## src/bsd_pkg.sv

```systemverilog
`timescale 1ns / 1ps
// bsd_pkg: beat types, decoder modes and character constants for the
// backslash escape decoder. No dependencies.
package bsd_pkg;

	typedef struct packed {
		logic [7:0] in_byte;
		logic       in_last;
	} in_beat_t;

	typedef struct packed {
		logic [7:0] out_byte;
		logic       run_last;
	} out_beat_t;

	typedef enum logic [1:0] {
		MODE_PLAIN = 2'd0,
		MODE_SLASH = 2'd1,
		MODE_OCT   = 2'd2,
		MODE_HEX   = 2'd3
	} mode_t;

	// results of one input byte, zero to two beats
	typedef struct packed {
		logic [1:0]             n;
		out_beat_t [1:0]        beat;
	} res_t;

	typedef struct packed {
		logic push;
		res_t res;
	} push_t;

	localparam logic [7:0] CH_BACKSLASH = 8'h5C;
	localparam logic [7:0] CH_NEWLINE   = 8'h0A;
	localparam logic [7:0] CH_N         = 8'h6E;
	localparam logic [7:0] CH_ZERO      = 8'h30;
	localparam logic [7:0] CH_SEVEN     = 8'h37;
	localparam logic [7:0] CH_NINE      = 8'h39;
	localparam logic [7:0] CH_X         = 8'h78;
	localparam logic [7:0] CH_LC_A      = 8'h61;
	localparam logic [7:0] CH_LC_F      = 8'h66;
	localparam logic [7:0] CH_UC_A      = 8'h41;
	localparam logic [7:0] CH_UC_F      = 8'h46;
	localparam logic [1:0] MAX_BEATS    = 2'd2;

	// {valid, value} of a hex digit
	function automatic logic [4:0] hex_digit(input logic [7:0] c);
		logic [7:0] t;
		begin
			t = 8'd0;
			if (c >= CH_ZERO && c <= CH_NINE) begin
				t = c - CH_ZERO;
				hex_digit = {1'b1, t[3:0]};
			end else if (c >= CH_LC_A && c <= CH_LC_F) begin
				t = c - CH_LC_A + 8'd10;
				hex_digit = {1'b1, t[3:0]};
			end else if (c >= CH_UC_A && c <= CH_UC_F) begin
				t = c - CH_UC_A + 8'd10;
				hex_digit = {1'b1, t[3:0]};
			end else begin
				hex_digit = 5'd0;
			end
		end
	endfunction

endpackage

```

## src/bsd_core.sv

```systemverilog
`timescale 1ns / 1ps
// bsd_core: input register, escape state and the one-pass decode of a byte.
// Depends on bsd_pkg.
module bsd_core (
	input  logic              clk,
	input  logic              arst_n,
	input  logic              escapes_enabled,
	input  logic              in_valid,
	output logic              in_stall,
	input  bsd_pkg::in_beat_t in_data,
	input  logic [1:0]        space,
	output bsd_pkg::push_t    push
);
	import bsd_pkg::*;

	logic       valid_s1;
	in_beat_t   data_s1;
	mode_t      mode_q, mode_d;
	logic [1:0] dcnt_q, dcnt_d;
	logic [8:0] pend_q, pend_d;
	res_t       res;
	logic       fire;

	function automatic res_t add_beat(input res_t r, input logic [7:0] b);
		res_t t;
		begin
			t = r;
			if (t.n == 2'd0) begin
				t.beat[0] = '{out_byte: b, run_last: 1'b0};
			end else begin
				t.beat[1] = '{out_byte: b, run_last: 1'b0};
			end
			t.n = t.n + 2'd1;
			add_beat = t;
		end
	endfunction

	always_comb begin
		logic [7:0] c;
		logic [4:0] hd;
		logic [8:0] nv;
		logic [1:0] nc;
		c = data_s1.in_byte;
		hd = hex_digit(c);
		nv = 9'd0;
		nc = 2'd0;
		res = '0;
		mode_d = mode_q;
		dcnt_d = dcnt_q;
		pend_d = pend_q;
		if (!escapes_enabled) begin
			res = add_beat(res, c);
			mode_d = MODE_PLAIN;
			dcnt_d = 2'd0;
			pend_d = 9'd0;
		end else begin
			case (mode_q)
				MODE_PLAIN: begin
					if (c == CH_BACKSLASH) mode_d = MODE_SLASH;
					else res = add_beat(res, c);
				end
				MODE_SLASH: begin
					dcnt_d = 2'd0;
					pend_d = 9'd0;
					if (c == CH_BACKSLASH) begin
						res = add_beat(res, CH_BACKSLASH);
						mode_d = MODE_PLAIN;
					end else if (c == CH_N) begin
						res = add_beat(res, CH_NEWLINE);
						mode_d = MODE_PLAIN;
					end else if (c == CH_ZERO) begin
						mode_d = MODE_OCT;
					end else if (c == CH_X) begin
						mode_d = MODE_HEX;
					end else begin
						res = add_beat(res, c);
						mode_d = MODE_PLAIN;
					end
				end
				MODE_OCT: begin
					if (c >= CH_ZERO && c <= CH_SEVEN) begin
						nv = {pend_q[5:0], c[2:0]};
						nc = dcnt_q + 2'd1;
						pend_d = nv;
						dcnt_d = nc;
						if (nc == 2'd3) begin
							res = add_beat(res, nv[7:0]);
							mode_d = MODE_PLAIN;
							dcnt_d = 2'd0;
							pend_d = 9'd0;
						end
					end else begin
						res = add_beat(res, pend_q[7:0]);
						res = add_beat(res, c);
						mode_d = MODE_PLAIN;
						dcnt_d = 2'd0;
						pend_d = 9'd0;
					end
				end
				MODE_HEX: begin
					if (hd[4]) begin
						nv = {pend_q[4:0], hd[3:0]};
						nc = dcnt_q + 2'd1;
						pend_d = nv;
						dcnt_d = nc;
						if (nc >= 2'd2) begin
							res = add_beat(res, nv[7:0]);
							mode_d = MODE_PLAIN;
							dcnt_d = 2'd0;
							pend_d = 9'd0;
						end
					end else begin
						res = add_beat(res, pend_q[7:0]);
						res = add_beat(res, c);
						mode_d = MODE_PLAIN;
						dcnt_d = 2'd0;
						pend_d = 9'd0;
					end
				end
				default: mode_d = MODE_PLAIN;
			endcase
			// end of argument: flush what is pending
			if (data_s1.in_last) begin
				if (mode_d == MODE_SLASH) res = add_beat(res, CH_BACKSLASH);
				else if (mode_d == MODE_OCT || mode_d == MODE_HEX)
					res = add_beat(res, pend_d[7:0]);
				mode_d = MODE_PLAIN;
				dcnt_d = 2'd0;
				pend_d = 9'd0;
			end
		end
		if (res.n == MAX_BEATS) res.beat[1].run_last = 1'b1;
		else if (res.n == 2'd1) res.beat[0].run_last = 1'b1;
	end

	// space comes from registered queue count only
	assign fire     = valid_s1 && (res.n <= space);
	assign in_stall = valid_s1 && !fire;
	assign push     = '{push: fire, res: res};

	always_ff @(posedge clk or negedge arst_n) begin
		if (!arst_n) begin
			valid_s1 <= 1'b0;
			mode_q   <= MODE_PLAIN;
			dcnt_q   <= 2'd0;
			pend_q   <= 9'd0;
		end else begin
			if (!in_stall) valid_s1 <= in_valid;
			if (fire) begin
				mode_q <= mode_d;
				dcnt_q <= dcnt_d;
				pend_q <= pend_d;
			end
		end
	end

	always_ff @(posedge clk) begin
		if (in_valid && !in_stall) data_s1 <= in_data;
	end

	a_last_clears: assert property (@(posedge clk) disable iff (!arst_n)
		fire && data_s1.in_last |=> mode_q == MODE_PLAIN && pend_q == 9'd0)
		else $error("state not cleared after end of argument");
	a_plain_clears: assert property (@(posedge clk) disable iff (!arst_n)
		fire && !escapes_enabled |=> mode_q == MODE_PLAIN && dcnt_q == 2'd0)
		else $error("pass-through left escape state");
	a_stall_held: assert property (@(posedge clk) disable iff (!arst_n)
		in_stall |-> valid_s1 && res.n > space)
		else $error("stall without a held byte lacking room");
	a_count_range: assert property (@(posedge clk) disable iff (!arst_n)
		mode_q == MODE_OCT || mode_q == MODE_HEX || dcnt_q == 2'd0)
		else $error("digit count outside a numeric escape");

endmodule

```

## src/bsd_outq.sv

```systemverilog
`timescale 1ns / 1ps
// bsd_outq: two-entry result queue that takes up to two beats per cycle
// and hands out one while out_stall is low. Depends on bsd_pkg.
module bsd_outq (
	input  logic               clk,
	input  logic               arst_n,
	input  bsd_pkg::push_t     push,
	output logic [1:0]         space,
	output logic               out_valid,
	input  logic               out_stall,
	output bsd_pkg::out_beat_t out_data
);
	import bsd_pkg::*;

	out_beat_t  ent_q [2];
	out_beat_t  ent_d [2];
	logic [1:0] cnt_q, cnt_d, cnt_pop;
	logic       pop;

	assign out_valid = (cnt_q != 2'd0);
	assign out_data  = ent_q[0];
	assign pop       = out_valid && !out_stall;
	assign space     = MAX_BEATS - cnt_q;
	assign cnt_pop   = cnt_q - {1'b0, pop};

	always_comb begin
		ent_d[0] = pop ? ent_q[1] : ent_q[0];
		ent_d[1] = ent_q[1];
		cnt_d    = cnt_pop;
		if (push.push && push.res.n != 2'd0) begin
			if (cnt_pop == 2'd0) ent_d[0] = push.res.beat[0];
			else ent_d[1] = push.res.beat[0];
			if (push.res.n == MAX_BEATS) ent_d[1] = push.res.beat[1];
			cnt_d = cnt_pop + push.res.n;
		end
	end

	always_ff @(posedge clk or negedge arst_n) begin
		if (!arst_n) cnt_q <= 2'd0;
		else cnt_q <= cnt_d;
	end

	always_ff @(posedge clk) begin
		ent_q[0] <= ent_d[0];
		ent_q[1] <= ent_d[1];
	end

	a_cnt_max: assert property (@(posedge clk) disable iff (!arst_n)
		cnt_q <= MAX_BEATS)
		else $error("result queue over capacity");
	a_no_overflow: assert property (@(posedge clk) disable iff (!arst_n)
		push.push |-> {1'b0, cnt_pop} + {1'b0, push.res.n} <= {1'b0, MAX_BEATS})
		else $error("push overruns result queue");
	a_pop_drains: assert property (@(posedge clk) disable iff (!arst_n)
		pop && !(push.push && push.res.n != 2'd0) |=> cnt_q == $past(cnt_q) - 2'd1)
		else $error("popped beat not removed");

endmodule

```

## src/backslash_escape_decoder.sv

```systemverilog
`timescale 1ns / 1ps
// backslash_escape_decoder: top level, escape enable register plus the
// decode core and result queue. Depends on bsd_pkg, bsd_core, bsd_outq.
//
//   channel  direction  handshake               payload
//   in       to block   in_valid / in_stall     in_data  (in_byte, in_last)
//   out      from block out_valid / out_stall   out_data (out_byte, run_last)
//   cfg      to block   cfg_valid / cfg_ready   cfg_data (escapes_enabled)
//
// One input byte per cycle while in_stall is low; a byte is decoded in a single
// pass between the input register and a two-entry result queue, and its results
// are registered in the queue before they can be taken. Queue room is judged from
// the registered count: a byte with two results waits for the queue to empty,
// and a following byte with any result waits for one of those beats to leave.
// Reset returns to plain text with escapes disabled; cfg_ready is always high.
module backslash_escape_decoder (
	input  logic               clk,
	input  logic               arst_n,
	input  logic               in_valid,
	output logic               in_stall,
	input  bsd_pkg::in_beat_t  in_data,
	output logic               out_valid,
	input  logic               out_stall,
	output bsd_pkg::out_beat_t out_data,
	input  logic               cfg_valid,
	output logic               cfg_ready,
	input  logic               cfg_data
);
	import bsd_pkg::*;

	logic       escapes_q;
	logic [1:0] space;
	push_t      push;

	assign cfg_ready = 1'b1;

	always_ff @(posedge clk or negedge arst_n) begin
		if (!arst_n) escapes_q <= 1'b0;
		else if (cfg_valid && cfg_ready) escapes_q <= cfg_data;
	end

	bsd_core u_core (
		.clk             (clk),
		.arst_n          (arst_n),
		.escapes_enabled (escapes_q),
		.in_valid        (in_valid),
		.in_stall        (in_stall),
		.in_data         (in_data),
		.space           (space),
		.push            (push)
	);

	bsd_outq u_outq (
		.clk       (clk),
		.arst_n    (arst_n),
		.push      (push),
		.space     (space),
		.out_valid (out_valid),
		.out_stall (out_stall),
		.out_data  (out_data)
	);

endmodule
```

## config.mk

```make
export PLATFORM = sky130hd
export DESIGN_NAME = backslash_escape_decoder
export DESIGN_NICKNAME = d
export VERILOG_FILES = /design/src/bsd_pkg.sv /design/src/bsd_core.sv /design/src/bsd_outq.sv /design/src/backslash_escape_decoder.sv
export SDC_FILE = /design/constraint.sdc
export NUM_CORES = 1
export LEC_CHECK = 0
export BUFFER_PORTS_ARGS = -buffer_cell sky130_fd_sc_hd__buf_2
export CAP_MARGIN = 10
export CORE_MARGIN = 2
export CORE_UTILIZATION = 30
export DETAILED_ROUTE_END_ITERATION = 16
export GPL_TIMING_DRIVEN = 0
export PLACE_DENSITY = 0.48
export SYNTH_ARGS = -nofsm -noshare
export SYNTH_HDL_FRONTEND = slang
export SYNTH_HIERARCHICAL = 1
export SYNTH_SLANG_ARGS = --single-unit
```

## constraint.sdc

```tcl
create_clock -name clk -period 5.5 [get_ports clk]
set_clock_uncertainty 0.15 [all_clocks]
set_input_delay 0.825 -clock clk [delete_from_list [all_inputs] [get_ports clk]]
set_output_delay 0.825 -clock clk [all_outputs]
set_load 0.03 [all_outputs]
```

==> impl_metrics.toml, run 1 <==
[outcome]
status = "complete, but fails checks"
failed_checks = "DRC"

[setup_path]
path_class = "flop to flop"
crit_buf_inv = 6
endpoint_kind = "flop"
crit_chain = "buf_4 > or4_4 > a211o_1 > o21ai_4 > o211a_4 > buf_12 > inv_2 > ha_1 > nand3_1 > a21oi_4 > ha_1 > nor2b_1 > o21ai_2 > nand2_2 > inv_2 > buf_4 > o21ai_0 > or4_1 > buf_6 > mux2_4"
worst_path_max_delay_cell = "or4_4"
critical_path.startpoint_type = "flop"
slowest_delay_ps = 530
cp.arrival_ps = 5220
cp_max_fo = 10
required_ps = 5530
cp_top_family = "simple AND/OR/NAND/NOR gates"

[detailed_routing]
vias_per_cell = 5.77
drtIter0Drc = 428
wl_per_cell_microns = 18.9
drtAntennaViolNets = 0
drtPass1Iterations = 11
via_count = 3255
postRouteWirelength_microns = 10700
drc_errors = 3

[clock_tree]
cts_tree = "yes"
cts_hold_buf = 0
clock-root-buffer = "clkbuf_16"
cts-buffers-inserted = 5
clk_pin_slew_ps = 60
clk_latency_ps = 290
cts_num_sinks = 43
htreeDepth = 2
clockBufferDepth = 2

[grt]
track_usage_pct = 16.9
grt_pass1_vias = 3066
grt_max_degree = 17
grt_pass1_wl_microns = 17100
antenna_found_initial = 0
grt_overflow_total = 0

[flow_run]
max_cap_violations = 0

[cells_and_area]
design_area_sq_um = 4070
antenna_cells = 0
layout_commonest_cell = "buf_2"
syn_to_final_growth_pct = 14.3
nNetsFinal = 447
layout_common_cells = "30 x buf_2, 24 x inv_1, 23 x nand2_1, 23 x nor2_1, 19 x mux2_2"
drive_gt1_share_pct = 27.1
fin_cells = 564

[floorplan]
fp.dieArea_sq_um = 12800
die_x_microns = 113
design.portCount = 27
initial_core_util_pct = 30.9
die-height_microns = 113
rows = 39
core_sq_um = 11500

[placed_design]
place_area_sq_um = 3870
dp.cells = 556
dp_hpwl_microns = 7970
gp_congestion = 0.920
port_buffers = 25

[synth]
ys_types = 88
netlist_area_sq_um = 3560
ys_seq_area_share_pct = 31.5
syn_nets = 415
synth_edf_count = 18
ys_warn_count = 6
postSynth.asyncResetShare_pct = 37.2
avgSynthCellArea_sq_um = 9.18
syn_inst = 388
ys_seq_elements = 43
synth_top_flop_cell = "edfxtp_1"

[power]
p_leak_nw = 1.50
power_mw = 1.71
power_density_nw_per_um2 = 419
vdd_ir_drop_max_v = 0.000109

[timing]
period_minus_slack_ps = 5190
fmax_mhz = 193
period_share_pct = 94.4
finalSetupTns_ps = 0
worstMarginPinSlew_ps = 858
final_max_slew_viol_count = 0
setup_viol = 0
hold_viol = 0
slew-limit-headroom_pct = 42.6

[worst_hold_path]
hp-class = "input pin to asynchronous set/reset pin"
through the flow:
step / hold WS, ps / setup WS [ps] / utilization, %
final: 298 / 306 / 35.4
after global routing: 331 / -0.391 / 35.4
after CTS: 309 / 108 / 35.1
after detailed placement: 353 / -324 / 33.6
after global placement: 351 / -281 / 33.6
after floorplan: 327 / 651 / -
metal layers:
| layer | vias up | wire length (microns) | GRT usage (%) |
|---|---|---|---|
| li1 | 1539 | - | - |
| met1 | 1539 | 4760 | 23.9 |
| met2 | 156 | 4860 | 26.7 |
| met3 | 21 | 811 | 2.62 |
| met4 | 0 | 233 | 5.37 |
| met5 | - | 0 | 0 |
area by class of cell:
| class | count | area [sq um] |
|---|---|---|
| clock buffer | 8 | 158 |
| sequential | 43 | 1120 |
| inverter | 26 | 97.6 |
| tap | 143 | 179 |
| fill | 1196 | 7440 |
| timing repair buffer | 25 | 125 |
| multi-input combinational | 280 | 2150 |
| buffer | 39 | 241 |
power by group:
group          total, mW  internal [mW]  switching (mW)
Combinational      0.874          0.372           0.502
Clock              0.318          0.196           0.122
Sequential         0.516          0.464          0.0521
sequential cells by signal (all words and copies together) (netlist names):
signal / flops
u_core/dcnt_q: 2
u_core/pend_q: 8
u_core/data_s1: 9
u_core/valid_s1: 1
u_core/mode_q: 2
escapes_q: 1
u_outq/ent_q: 18
u_outq/cnt_q: 2
timing repair:
item / CTS / global route
setup buffers: 0 / 0
pin swaps: 0 / 2
endpoints found under the setup margin: 18 / 19
gates resized for setup: 6 / 6
kinds of logic (layout without fill, tap and decap cells):
group                      after synthesis  after routing  share of synthesized area [%]
AOI/OAI and AO/OA                      125            125                           27.4
xor gates and xnor gates                 3              3                          0.737
adders and majority gates               12             12                           4.21
buffers and inverters                   65             98                           9.52
DFF                                     43             43                           31.5
muxes                                   30             30                           10.5
other                                    1              1                          0.105
and+or+nand+nor                        109            109                           16.1
final timing paths:
| kind | from | end | slack (ps) | cells after the start |
|---|---|---|---|---|
| min reg2reg | escapes_q | escapes_q | 360 | 1 |
| max reg2reg | u_core/data_s1[2] | u_outq/ent_q[0][1] | 310 | 20 |
| min in group clk | escapes_q | escapes_q | 360 | 1 |
| min | arst_n | u_outq/cnt_q[1] | 300 | 1 |
| max in group asynchronous | arst_n | u_core/pend_q[3] | 4630 | 1 |
| max | u_core/data_s1[2] | u_outq/ent_q[0][1] | 310 | 20 |
cells in the mapped netlist, types with 4 or more instances:
master	count	area share (%)
nor2_1	23	2.4
nand2b_1	5	0.88
buf_4	15	3.2
ha_1	12	4.2
mux2_4	10	4.2
a21oi_1	19	2.7
o2111ai_1	5	1.2
a32oi_1	7	1.7
o31ai_1	5	1.1
a31oi_1	9	1.6
nand3_1	16	2.2
nor3_1	9	1.3
edfxtp_1	18	15
mux2_2	19	6.0
nor4_1	4	0.70
nand2_1	24	2.5
clkbuf_1	13	1.4
nor2b_1	4	0.70
a21o_1	5	1.1
buf_2	5	0.70
inv_1	24	2.5
dfxtp_1	9	5.1
a22oi_1	7	1.5
dfrtp_1	16	11
o21ai_0	17	2.4
worst reg2reg max path: stages (launching register included):
cell and delay, ps:
edfxtp_1 440, buf_4 200, or4_4 530, a211o_1 390
o21ai_4 220, o211a_4 230, buf_12 130, inv_2 60
ha_1 280, nand3_1 120, a21oi_4 210, ha_1 260
nor2b_1 140, o21ai_2 160, nand2_2 130, inv_2 150
buf_4 120, o21ai_0 190, or4_1 480, buf_6 170
mux2_4 300
No activity file was read; power rests on OpenSTA's default activity.
==> run 2: changes to the inputs <==
--- a/config.mk
+++ b/config.mk
@@ -5,12 +5,13 @@
 export SDC_FILE = /design/constraint.sdc
 export NUM_CORES = 1
 export LEC_CHECK = 0
+export ABC_AREA = 1
 export BUFFER_PORTS_ARGS = -buffer_cell sky130_fd_sc_hd__buf_2
-export CAP_MARGIN = 10
 export CORE_MARGIN = 2
 export CORE_UTILIZATION = 30
 export DETAILED_ROUTE_END_ITERATION = 16
 export GPL_TIMING_DRIVEN = 0
+export MAX_ROUTING_LAYER = met4
 export PLACE_DENSITY = 0.48
 export SYNTH_ARGS = -nofsm -noshare
 export SYNTH_HDL_FRONTEND = slang
==> impl_metrics.toml, run 2 <==
[placed_design]
gp_congestion = 0.959
dp_worst_setup_slack_ps = -201
port_buffers = 25
dp_hpwl_microns = 9020

[clock_tree]
cts-buffers-inserted = 5
htreeDepth = 2
cts_tree = "yes"
clockBufferDepth = 2
cts_num_sinks = 43
post-cts-setup-buffers = 0
clock-root-buffer = "clkbuf_16"
clk_pin_slew_ps = 70
clk_latency_ps = 290

[synth]
synth_top_area_cell = "nand2_1"
syn_nets = 584
synth_edf_count = 18
ys_warn_count = 6
syn_inst = 557
ys_types = 36
netlist_area_sq_um = 3640
synthTopCellsByCount = "197 x nand2_1, 64 x inv_1, 47 x nor2_1"
ys_seq_area_share_pct = 30.8
netlist.area_leader.share_pct = 20.3
postSynth.asyncResetShare_pct = 37.2
ys_seq_elements = 43
avgSynthCellArea_sq_um = 6.54
yosys-top-cells-area = "nand2_1 20%, edfxtp_1 15%, dfrtp_1 11%"
yosysMostFrequentCell = "nand2_1"
synth_top_flop_cell = "edfxtp_1"

[cells_and_area]
largest_register_ffs = 18
regMostFlops = "u_outq/ent_q"
nFillCells = 1311
reg_top3 = "u_outq/ent_q x18, u_core/data_s1 x9, u_core/pend_q x8"
antenna_cells = 0
layout_common_cells = "197 x nand2_1, 63 x inv_1, 47 x nor2_1"
nNetsFinal = 615
layout_commonest_cell = "nand2_1"
drive_gt1_share_pct = 16.3
syn_to_final_growth_pct = 13.4

[timing]
final_max_slew_viol_count = 0
rsz0062_at_grt = "false"
period_share_pct = 92.1
hold_viol = 0
fin_ws_ps = 433
fmax_mhz = 197
setup_viol = 0
slew-limit-headroom_pct = 57.7
period_minus_slack_ps = 5070
worstMarginPinSlew_ps = 633

[flow_run]
max_cap_violations = 0

[grt]
grt_max_degree = 17
grt_pass1_wl_microns = 18200
track_usage_pct = 18.6
antenna_found_initial = 0
grt_pass1_vias = 3509
grt_overflow_total = 0

[setup_path]
crit_buf_inv = 6
required_ps = 5310
cp.arrival_ps = 4870
cp_top_family = "simple AND/OR/NAND/NOR gates"
slowest_delay_ps = 630
crit_top_cell = "nand2_1"
crit_chain = "inv_1 > ha_1 > o21ai_0 > nand2_1 > nand2_1 > buf_6 > nand3_1 > nand2_2 > inv_2 > ha_1 > nor2_1 > nor2_2 > ha_1 > inv_1 > o21bai_1 > nand2_1 > nand2_1 > clkinvlp_4 > buf_4 > o21ai_0 > a31oi_4"
critical_path.startpoint_type = "flop"
path_class = "flop to flop"
worst_path_max_delay_cell = "edfxtp_1"
endpoint_kind = "flop"
cp_max_fo = 12

[power]
p_leak_nw = 2.07
power_mw = 1.69
power_density_nw_per_um2 = 410
vdd_ir_drop_max_v = 0.000276

[detailed_routing]
drtAntennaViolNets = 0
via_count = 3695
postRouteWirelength_microns = 11300
drc_errors = 0
vias_per_cell = 5.02
drtIter0Drc = 255
wl_per_cell_microns = 15.4
drtPass1Iterations = 5

[floorplan]
rows = 40
design.portCount = 27
initial_core_util_pct = 30.6
die-height_microns = 114
fp.dieArea_sq_um = 13000
core_sq_um = 11900
die_x_microns = 114

[worst_hold_path]
hp-class = "input pin to asynchronous set/reset pin"

[outcome]
status = "finished clean"
## run 2: changes by cell type in the layout (fill, tap and decap cells not counted), moves of 12 or more
cell	delta
clkbuf_1	-12
o21ai_0	+16
nand3_1	+26
nor2_1	+24
nand4_1	+14
inv_1	+39
nand2_1	+174
## run 2: worst paths after layout
kind                                        start                  end  slack [ps]  cells past startpoint
worst max-delay path            u_core/data_s1[1]  u_outq/ent_q[0][10]         430                     21
worst min-delay path                       arst_n     u_core/dcnt_q[0]         300                      1
min in group clk                        escapes_q            escapes_q         320                      2
max in group asynchronous                  arst_n      u_core/valid_s1        4600                      1
worst max register to register  u_core/data_s1[1]  u_outq/ent_q[0][10]         430                     21
worst min register to register          escapes_q            escapes_q         320                      2
## run 2: layout make-up
type / count / area (sq um) / share of cell area (%)
timing repair buffer: 25 / 125 / 3.03
sequential: 43 / 1120 / 27.1
clock buffer: 6 / 150 / 3.64
multi-input combinational: 416 / 2070 / 50.2
tap: 147 / 184 / 4.45
inverter: 72 / 274 / 6.63
clock inverter: 2 / 13.8 / 0.333
buffer: 25 / 189 / 4.57
## run 2: per-stage QoR
| step | utilization [%] | hold slack [ps] | cell area, sq um | cells | setup TNS (ps) |
|---|---|---|---|---|---|
| 2_1_floorplan | - | 286 | 3640 | 557 | 0 |
| 3_3_place_gp | 33.2 | 312 | 3950 | 729 | -2000 |
| 3_5_place_dp | 33.2 | 311 | 3950 | 729 | -1800 |
| 4_1_cts | 34.6 | 309 | 4120 | 737 | 0 |
| 5_1_grt | 34.7 | 327 | 4130 | 736 | 0 |
| 6_report | 34.7 | 300 | 4130 | 736 | 0 |
## run 2: power breakdown
part           switching [mW]  leakage (nW)  total (mW)  internal (mW)
clock network           0.139        0.0820       0.335          0.196
registers              0.0604         0.458       0.518          0.457
logic                   0.554          1.53       0.841          0.287
total                   0.753          2.07        1.69          0.941
## run 2: cell families after synthesis
group / after synthesis / synth area share [%]
AND/OR/NAND/NOR: 328 / 39.2
buffers and inverters: 98 / 12.7
AO/OA/AOI/OAI: 66 / 10.3
flip-flops: 43 / 30.8
adder cells (fa/ha/maj): 12 / 4.12
multiplexers: 9 / 2.78
other: 1 / 0.103
## run 2: repair_timing
item,in CTS,in global routing
pin swaps,0,0
hold buffers,0,0
gates resized for setup,1,2
endpoints found under the setup margin,9,18
## run 2: layer usage
layer / vias to the layer above / part of all wire (%) / global-route usage (%)
met2: 92 / 44 / 28.4
met5: - / 0 / -
met1: 1729 / 49 / 25.0
met3: 27 / 3.5 / 2.28
li1: 1847 / - / -
met4: 0 / 3.3 / 7.80
## run 2: worst register-to-register path: stages, from the launching register on
cell and delay, ps:
edfxtp_1 630, inv_1 290, ha_1 330, o21ai_0 240, nand2_1 80, nand2_1 110, buf_6 150, nand3_1 150
nand2_2 240, inv_2 100, ha_1 280, nor2_1 60, nor2_2 260, ha_1 310, inv_1 60, o21bai_1 70
nand2_1 60, nand2_1 170, clkinvlp_4 280, buf_4 160, o21ai_0 170, a31oi_4 380
==> run 3: changes to the inputs <==
--- a/config.mk
+++ b/config.mk
@@ -7,6 +7,7 @@
 export LEC_CHECK = 0
 export ABC_AREA = 1
 export BUFFER_PORTS_ARGS = -buffer_cell sky130_fd_sc_hd__buf_2
+export CORE_ASPECT_RATIO = 0.8
 export CORE_MARGIN = 2
 export CORE_UTILIZATION = 30
 export DETAILED_ROUTE_END_ITERATION = 16
==> impl_metrics.toml, run 3 (synthesis gave the netlist of run 2 again) <==
[outcome]
status = "finished clean"

[cells_and_area]
layout_common_cells = "197 x nand2_1, 63 x inv_1, 47 x nor2_1"
antenna_cells = 0
reg_top3 = "u_outq/ent_q x18, u_core/data_s1 x9, u_core/pend_q x8"
nNetsFinal = 615
largest_register_ffs = 18
drive_gt1_share_pct = 15.8
layout_commonest_cell = "nand2_1"
regMostFlops = "u_outq/ent_q"
syn_to_final_growth_pct = 12.7

[setup_path]
endpoint_kind = "flop"
cp.arrival_ps = 4870
required_ps = 5300
critical_path.startpoint_type = "flop"
cp_max_fo = 12
path_class = "flop to flop"

[detailed_routing]
via_count = 3634
drtPass1Iterations = 5
vias_per_cell = 4.93
postRouteWirelength_microns = 11200
drtIter0Drc = 292
wl_per_cell_microns = 15.1
drtAntennaViolNets = 0
drc_errors = 0

[clock_tree]
clock-root-buffer = "clkbuf_16"
clockBufferDepth = 2
cts-buffers-inserted = 5
clk_latency_ps = 290
htreeDepth = 2
clk_pin_slew_ps = 60
cts_num_sinks = 43
cts_tree = "yes"

[grt]
grt_max_degree = 17
grt_pass1_wl_microns = 18500
antenna_found_initial = 0
grt_pass1_vias = 3545
grt_overflow_total = 0
track_usage_pct = 19.0

[power]
clockPowerShare_pct = 17.5
p_leak_nw = 2.05
p_int_uw = 910
power_density_nw_per_um2 = 400
p_seq_share_pct = 31.4
power.switching_uw = 733
p_sw_share_pct = 44.6
combPwrFrac_pct = 51.2
power_mw = 1.64
vdd_ir_drop_max_v = 0.000277

[timing]
fin_ws_ps = 435
fmax_mhz = 197
final_max_slew_viol_count = 0
rsz0062_at_grt = "false"
hold_ws_ps = 320
period_minus_slack_ps = 5070
setup_viol = 0
period_share_pct = 92.1
hold_viol = 0
worstMarginPinSlew_ps = 736
slew-limit-headroom_pct = 50.5

[worst_hold_path]
hp-class = "input pin to asynchronous set/reset pin"

[placed_design]
dp_hpwl_microns = 9000
port_buffers = 25
gp_congestion = 0.982
dp_worst_setup_slack_ps = -183

[flow_run]
max_cap_violations = 0

[floorplan]
rows = 35
die_x_microns = 127
fp.dieArea_sq_um = 13000
die-height_microns = 103
initial_core_util_pct = 31.2
design.portCount = 27
core_sq_um = 11700
## run 3: changes by cell type in the layout (fill, tap and decap cells not counted)
cell,change
clkbuf_16,-1
clkbuf_1,+1
clkinv_1,+2
clkinv_2,-1
clkinv_4,-1
## run 3: final timing paths
kind,slack [ps],cells past startpoint,end,startpoint
max in group asynchronous,4570,1,u_core/pend_q[2],arst_n
hold / removal,320,1,u_core/dcnt_q[0],arst_n
setup reg to reg,440,21,u_outq/ent_q[0][11],u_core/data_s1[1]
hold reg to reg,340,2,escapes_q,escapes_q
setup / recovery,440,21,u_outq/ent_q[0][11],u_core/data_s1[1]
min in group clk,340,2,escapes_q,escapes_q
## run 3: area by class of cell
cell class / instances / area, sq um
timing repair buffer: 25 / 125
multi-input combinational: 416 / 2070
clock buffer: 6 / 129
sequential: 43 / 1120
buffer: 25 / 189
tap: 148 / 185
fill: 1284 / 7590
clock inverter: 2 / 7.51
inverter: 72 / 274
## run 3: through the flow
| step | instance area (sq um) | cells | TNS, ps | util [%] |
|---|---|---|---|---|
| 2_1_floorplan | 3640 | 557 | 0 | - |
| 6_report | 4100 | 737 | 0 | 35.1 |
| 3_5_place_dp | 3950 | 730 | -1640 | 33.8 |
| 5_1_grt | 4100 | 737 | 0 | 35.1 |
| 3_3_place_gp | 3950 | 730 | -1400 | 33.8 |
| 4_1_cts | 4100 | 738 | 0 | 35.0 |
## run 3: what timing repair did
action,in CTS,in global routing
gates resized for setup,1,2
setup endpoints to repair,9,18
setup buffers,0,0
gates cloned,0,0
hold buffers,0,0
## run 3: power by group through the flow
| stage | sequential (mW) | combinational, mW | clock [mW] |
|---|---|---|---|
| after floorplan | 0.502 | 0.633 | 0 |
| final | 0.516 | 0.841 | 0.287 |
| after detailed placement | 0.524 | 0.826 | 0 |
| after CTS | 0.517 | 0.834 | 0.299 |
| after global placement | 0.522 | 0.818 | 0 |
| after global routing | 0.531 | 0.955 | 0.312 |
## run 3: layer usage
metal	track usage [%]	vias up	wire, microns
li1	-	1845	-
met1	27.7	1632	5590
met2	27.2	139	4550
met3	2.91	18	852
met4	5.33	0	170
met5	-	-	0
## run 3: critical path: stages, from the launching register on
cell and delay, ps:
edfxtp_1 610, inv_1 250, ha_1 320, o21ai_0 230
nand2_1 80, nand2_1 120, buf_6 160, nand3_1 170
nand2_2 230, inv_2 110, ha_1 280, nor2_1 60
nor2_2 270, ha_1 300, inv_1 60, o21bai_1 70
nand2_1 70, nand2_1 180, clkinvlp_4 270, buf_4 150
o21ai_0 180, a31oi_4 390
